==> src/kwh_pkg.sv <==
// kwh_pkg: shared types and constants for the k-mer window hasher.
// Holds the base letter code table and the special character codes.
// No dependencies.
package kwh_pkg;

    // Letter lookup result: known flag plus 2-bit base code
    typedef struct packed {
        logic       known;
        logic [1:0] code;
    } base_code_t;

    // Character codes with special meaning
    localparam logic [7:0] CHAR_A = 8'h41;
    localparam logic [7:0] CHAR_Z = 8'h5A;
    localparam logic [7:0] CHAR_J = 8'h4A;
    localparam logic [7:0] CHAR_X = 8'h58;
    localparam logic [7:0] CHAR_N = 8'h4E;

    // Register reset value for k
    localparam logic [5:0] KMER_LENGTH_RESET = 6'd15;

    // Upper-case letter table, A..Z; bit 2 set means no code
    localparam logic [2:0] LETTER_CODE [26] = '{
        3'd0, 3'd3, 3'd1, 3'd3, 3'd4, 3'd4, 3'd2, 3'd3, 3'd4, 3'd4, 3'd3, 3'd4, 3'd0,
        3'd3, 3'd4, 3'd4, 3'd4, 3'd0, 3'd2, 3'd3, 3'd4, 3'd0, 3'd3, 3'd1, 3'd3, 3'd4
    };

    // Map an ASCII character to its base code
    function automatic base_code_t lookup_base(input logic [7:0] ch);
        base_code_t  res;
        logic [7:0]  offs;
        logic [2:0]  entry;
        res  = '0;
        offs = ch - CHAR_A;
        if (ch >= CHAR_A && ch <= CHAR_Z) begin
            entry     = LETTER_CODE[offs[4:0]];
            res.known = ~entry[2];
            res.code  = entry[1:0];
        end
        return res;
    endfunction

endpackage

==> src/kmer_window_hasher.sv <==
// kmer_window_hasher: rolling 2-bit k-mer key over a stream of base characters.
// Depends on kwh_pkg for the letter table and character codes.
// Key, run and position logic sit before one output register, which holds each result.
// Throughput: one base per clock while the output register is empty or being read.
// Reset (aresetn low, synchronous): key, run, position cleared, k set to 15, output empty.
module kmer_window_hasher #(
    parameter int MAX_KMER = 32
) (
    input  logic         aclk,
    input  logic         aresetn,

    // Configuration: kmer_length write
    input  logic         cfg_valid,
    output logic         cfg_ready,
    input  logic [5:0]   cfg_data,      // kmer_length

    // Base input
    input  logic         s_tvalid,
    output logic         s_tready,
    input  logic [7:0]   s_tdata,       // [7:0] base_char
    input  logic [0:0]   s_tuser,       // [0] new_sequence

    // Result output
    output logic         m_tvalid,
    input  logic         m_tready,
    output logic [95:0]  m_tdata,       // [31:0] window_start, [95:32] kmer_key
    output logic [0:0]   m_tuser        // [0] bad_base
);

    localparam int KEY_W = 2 * MAX_KMER;
    localparam int RUN_W = $clog2(MAX_KMER + 1);
    localparam logic [RUN_W-1:0] RUN_MAX = RUN_W'(MAX_KMER);

    // State registers
    logic [5:0]        kmer_length_reg;
    logic [KEY_W-1:0]  rolling_key_reg, rolling_key_next;
    logic [RUN_W-1:0]  usable_run_reg, usable_run_next;
    logic [31:0]       base_index_reg, base_index_next;

    // Output register
    logic              m_valid_reg, m_valid_next;
    logic [31:0]       window_start_reg, window_start_next;
    logic [63:0]       kmer_key_reg, kmer_key_next;
    logic              bad_base_reg, bad_base_next;

    // Datapath intermediates
    logic                 accept;
    logic                 fresh;
    logic [7:0]           base_char;
    kwh_pkg::base_code_t  lookup;
    logic                 restart_char;
    logic [KEY_W-1:0]     key_base;
    logic [RUN_W-1:0]     run_base;
    logic [31:0]          pos;
    logic [RUN_W-1:0]     k_eff;
    logic [6:0]           key_bits;
    logic [KEY_W-1:0]     key_mask;

    assign cfg_ready = 1'b1;
    assign s_tready  = ~m_valid_reg | m_tready;
    assign accept    = s_tvalid & s_tready;
    assign base_char = s_tdata[7:0];
    assign fresh     = s_tuser[0];

    // Effective k: zero means one, clamp at the maximum window
    always_comb begin
        if (kmer_length_reg == 6'd0) begin
            k_eff = RUN_W'(1);
        end else if (32'(kmer_length_reg) > 32'(MAX_KMER)) begin
            k_eff = RUN_MAX;
        end else begin
            k_eff = RUN_W'(kmer_length_reg);
        end
    end

    // Mask covering the low 2k bits of the key
    assign key_bits = 7'(k_eff) << 1;
    always_comb begin
        for (int i = 0; i < KEY_W; i++) begin
            key_mask[i] = (7'(i) < key_bits);
        end
    end

    assign lookup       = kwh_pkg::lookup_base(base_char);
    assign restart_char = (base_char == kwh_pkg::CHAR_J) || (base_char == kwh_pkg::CHAR_X)
                       || (base_char == kwh_pkg::CHAR_N);

    // New sequence clears window and position before this base is taken in
    assign key_base = fresh ? '0 : rolling_key_reg;
    assign run_base = fresh ? '0 : usable_run_reg;
    assign pos      = fresh ? 32'd0 : base_index_reg;

    // Next state and result
    always_comb begin
        rolling_key_next  = rolling_key_reg;
        usable_run_next   = usable_run_reg;
        base_index_next   = base_index_reg;
        m_valid_next      = m_valid_reg & ~m_tready;
        window_start_next = window_start_reg;
        kmer_key_next     = kmer_key_reg;
        bad_base_next     = bad_base_reg;

        if (accept) begin
            base_index_next = pos + 32'd1;
            if (restart_char) begin
                rolling_key_next = '0;
                usable_run_next  = '0;
            end else if (!lookup.known) begin
                // Unrecognized character: flag it at its own position
                rolling_key_next  = '0;
                usable_run_next   = '0;
                m_valid_next      = 1'b1;
                window_start_next = pos;
                kmer_key_next     = 64'd0;
                bad_base_next     = 1'b1;
            end else begin
                rolling_key_next = (key_base << 2) | KEY_W'(lookup.code);
                usable_run_next  = (run_base < RUN_MAX) ? run_base + RUN_W'(1) : run_base;
                if (usable_run_next >= k_eff) begin
                    m_valid_next      = 1'b1;
                    window_start_next = pos - (32'(k_eff) - 32'd1);
                    kmer_key_next     = 64'(rolling_key_next & key_mask);
                    bad_base_next     = 1'b0;
                end
            end
        end
    end

    // Registers
    always_ff @(posedge aclk) begin
        if (!aresetn) begin
            kmer_length_reg <= kwh_pkg::KMER_LENGTH_RESET;
            rolling_key_reg <= '0;
            usable_run_reg  <= '0;
            base_index_reg  <= '0;
            m_valid_reg     <= 1'b0;
        end else begin
            if (cfg_valid) begin
                kmer_length_reg <= cfg_data;
            end
            rolling_key_reg <= rolling_key_next;
            usable_run_reg  <= usable_run_next;
            base_index_reg  <= base_index_next;
            m_valid_reg     <= m_valid_next;
        end
    end

    // Result payload, no reset needed
    always_ff @(posedge aclk) begin
        window_start_reg <= window_start_next;
        kmer_key_reg     <= kmer_key_next;
        bad_base_reg     <= bad_base_next;
    end

    assign m_tvalid = m_valid_reg;
    assign m_tdata  = {kmer_key_reg, window_start_reg};
    assign m_tuser  = bad_base_reg;

endmodule
==> config.mk <==
export PLATFORM = sky130hd
export DESIGN_NAME = kmer_window_hasher
export DESIGN_NICKNAME = d
export VERILOG_FILES = /design/src/kwh_pkg.sv /design/src/kmer_window_hasher.sv
export SDC_FILE = /design/constraint.sdc
export NUM_CORES = 1
export LEC_CHECK = 0
export BUFFER_PORTS_ARGS = -buffer_cell sky130_fd_sc_hd__buf_2
export CAP_MARGIN = 20
export CORE_UTILIZATION = 35
export CTS_CLUSTER_DIAMETER = 100
export DETAILED_ROUTE_END_ITERATION = 16
export PLACE_DENSITY_LB_ADDON = 0.2
export SYNTH_ARGS = -nofsm -noshare
export SYNTH_HDL_FRONTEND = slang
export SYNTH_SLANG_ARGS = --single-unit
==> constraint.sdc <==
create_clock -name aclk -period 8.4 [get_ports aclk]
set_clock_uncertainty 0.1 [all_clocks]
set_input_delay 0.84 -clock aclk [delete_from_list [all_inputs] [get_ports aclk]]
set_output_delay 0.84 -clock aclk [all_outputs]
set_load 0.005 [all_outputs]
==> flow_metrics.tcl <==
set metrics [dict create \
    relSlewSlack_pct 30.50 \
    max-cap-violations 0 \
    dr.first_iter.drc_count 536 \
    clockBufferDepth 3 \
    seq_area_frac_synth_pct 45.36 \
    swShare_pct 23.98 \
    status "complete, no violations" \
    clock_sinks 204 \
    irDropWorstVdd_v 0.0001386 \
    hp-class "reg -> reg" \
    hold_depth 2 \
    num_rows 64 \
    fp.dieH_um 180.4 \
    pwr-share-clk_pct 43.4 \
    final.min_clock_period_ns 5.220 \
    async_flop_share_pct 0 \
    cts_resized 0 \
    routed_wl_um 25830 \
    dp_hpwl_um 17500 \
    grt_max_degree 108 \
    synthMuxAreaShare_pct 1.505 \
    cp_max_fo 27 \
    route.detailed.drc 0 \
    p_sw_mw 0.5429 \
    avgSynthCellArea_um2 9.698 \
    clk_latency_ns 0.53 \
    fin_hold_ws_ns 0.3806 \
    r2r_setup_slack_ns 3.18 \
    place_ws_ns 3.154 \
    vias 8300 \
    clockRootBuffer "clkbuf_16" \
    r2r.worst_path.cells 15 \
    tritoncts.num_buffers 23 \
    rsz0062_at_grt "no" \
    synth_adder_area_share_pct 5.457 \
    core_area_um2 30990 \
    synthCells 1149 \
    postRouteAntennaNets 0 \
    pwr_density_cell_nw_per_um2 178.3 \
    cp.required_ns 8.57 \
    synth_top_family_by_area "simple AND/OR/NAND/NOR gates" \
    largest_reg_flops 64 \
    synthFlopType "dfxtp_1" \
    grt_usage_pct 15.65 \
    initial_utilization_pct 35.96 \
    r2r-start "kmer_length_reg[5]$_SDFFE_PN0P_" \
    total_leakage_power_nw 4.930 \
    first_pass_iters 5 \
    grt_pass1_wl_um 41750 \
    finalCritPeriodShare_pct 62.14 \
    die_area_um2 32560 \
    fmax_mhz 191.6 \
    slew_violations 0 \
    ctsHoldBuffers 0 \
    hold_end "base_index_reg[1]$_SDFFE_PN0P_" \
    finalSetupViolCount 0 \
    synth_area_um2 11140 \
    path_class "reg -> reg" \
    final_common_cell "buf_2" \
    pwr-share-comb_pct 8.0 \
    chipWidth_um 180.4 \
    grt.overflow.total 0 \
    wl_per_cell_um 15.67 \
    grt_pass1_vias 7719 \
    sequentialPowerShare_pct 48.5 \
    grt_antenna_before_repair 0 \
    synth.distinct_cells 83 \
    reg2reg_to "window_start_reg[30]$_DFFE_PP_" \
    fillers 3071 \
    layout_common_cells "117 x buf_2, 115 x nand2_1, 110 x nor2b_1, 107 x dfxtp_1, 97 x edfxtp_1" \
    tns_ns 0 \
    diodes 0 \
    cts_setup_buffers 0 \
    synth_xor_area_share_pct 4.862 \
    ys_warn_count 0 \
    clk_pin_slew_ns 0.06 \
    p_int_mw 1.722 \
    syn_to_final_growth_pct 14.00 \
    worstHoldStart "base_index_reg[1]$_SDFFE_PN0P_" \
    cts_tree "done" \
    ios 120 \
    cts-htree-levels 1 \
    vias_per_cell 5.036 \
    synth-compound-area-share_pct 16.58 \
    drive_above_1_share_pct 16.37 \
    fin_nets 1303 \
    fin_ws_ns 3.180 \
    arrival_ns 5.39 \
    start_kind "register" \
    synth_edf_count 97 \
    io_buffers 118 \
    synthSimpleGateAreaFrac_pct 22.08 \
    synth-seq-cells 204 \
    hold_viol 0 \
    worst_slew_pin_slew_ns 1.040 \
    routabilityCongestion 0.8494 \
    critPathCaptureType "register" \
]
## stage by stage
step / total power, mW / utilization [%] / instances / area (um2)
2_1_floorplan: 1.235 / - / 1150 / 11150
3_3_place_gp: 1.305 / 38.56 / 1605 / 11950
3_5_place_dp: 1.304 / 38.56 / 1605 / 11950
4_1_cts: 2.298 / 40.94 / 1647 / 12690
5_1_grt: 2.353 / 40.99 / 1648 / 12700
6_report: 2.264 / 40.99 / 1648 / 12700
## Yosys cell counts, drive strengths merged, types with 32 or more instances
| master | n | area share (%) |
|---|---|---|
| inv | 32 | 1.1 |
| o21ai | 74 | 3.6 |
| xor2 | 37 | 3.0 |
| a21oi | 51 | 2.4 |
| edfxtp | 97 | 26 |
| dfxtp | 107 | 19 |
| a22oi | 69 | 4.9 |
| and2 | 55 | 3.1 |
| clkbuf | 39 | 1.3 |
| ha | 47 | 5.3 |
| nor2 | 72 | 2.6 |
| nand2 | 116 | 3.9 |
| nor2b | 110 | 6.2 |
## worst max path at each step
stage	startpoint	end	slack, ns	depth (start not counted)
after floorplan	s_tuser	kmer_key_reg[0]$_SDFFCE_PN0P_	0.80	14
after global placement	s_tuser	kmer_key_reg[42]$_SDFFCE_PN0P_	3.35	14
after detailed placement	kmer_length_reg[5]$_SDFFE_PN0P_	window_start_reg[30]$_DFFE_PP_	3.15	15
after CTS	kmer_length_reg[5]$_SDFFE_PN0P_	window_start_reg[30]$_DFFE_PP_	3.15	15
after global routing	kmer_length_reg[5]$_SDFFE_PN0P_	window_start_reg[24]$_DFFE_PP_	2.78	15
final	kmer_length_reg[5]$_SDFFE_PN0P_	window_start_reg[30]$_DFFE_PP_	3.18	15
## critical path, stage by stage (launching register included)
cell and delay (ns):
dfxtp_1 0.73, clkinv_1 0.43, o21ai_0 0.26, ha_1 0.42, nand2_1 0.15, or2_2 0.57
ha_1 0.46, a21o_1 0.21, a21o_1 0.20, a211oi_2 0.21, o21bai_1 0.12, a221oi_2 0.42
o21ai_2 0.17, a31oi_1 0.24, mux2i_1 0.20, nand2_1 0.06
## cells by family (layout without fill, tap and decap cells)
| kind of cell | count (synthesis) | count (layout) |
|---|---|---|
| buf+inv | 97 | 199 |
| flops | 204 | 204 |
| compound gates | 266 | 266 |
| other cells | 1 | 2 |
| xor+xnor | 61 | 61 |
| simple gates | 456 | 456 |
| fa+ha+maj | 48 | 48 |
| mux | 16 | 16 |
## final cells by class
type,count,area (um2),area share [%]
inverters,34,128.9,1.014
well taps,396,495.5,3.900
clock inverters,16,141.4,1.113
clock buffers,26,596.8,4.698
flip-flops and latches,204,5055,39.79
repair buffers,123,638.1,5.023
multi-input cells,849,5648,44.46
## routing by layer
layer	GRT usage, %	wire [um]	share of wire (%)	up-vias
li1	-	-	-	4220
met3	1.880	1033	4.0	24
met5	0	0	0	-
met1	22.52	12810	50	3900
met2	24.99	11640	45	156
met4	3.521	348	1.3	0
## power by group through the flow
stage	sequential (mW)	clock (mW)	combinational [mW]
2_1_floorplan	1.12	0	0.115
3_3_place_gp	1.12	0	0.184
3_5_place_dp	1.12	0	0.184
4_1_cts	1.10	1.01	0.185
5_1_grt	1.10	1.05	0.202
6_report	1.10	0.984	0.182
Note: power is estimated with default switching activity, not from simulation.
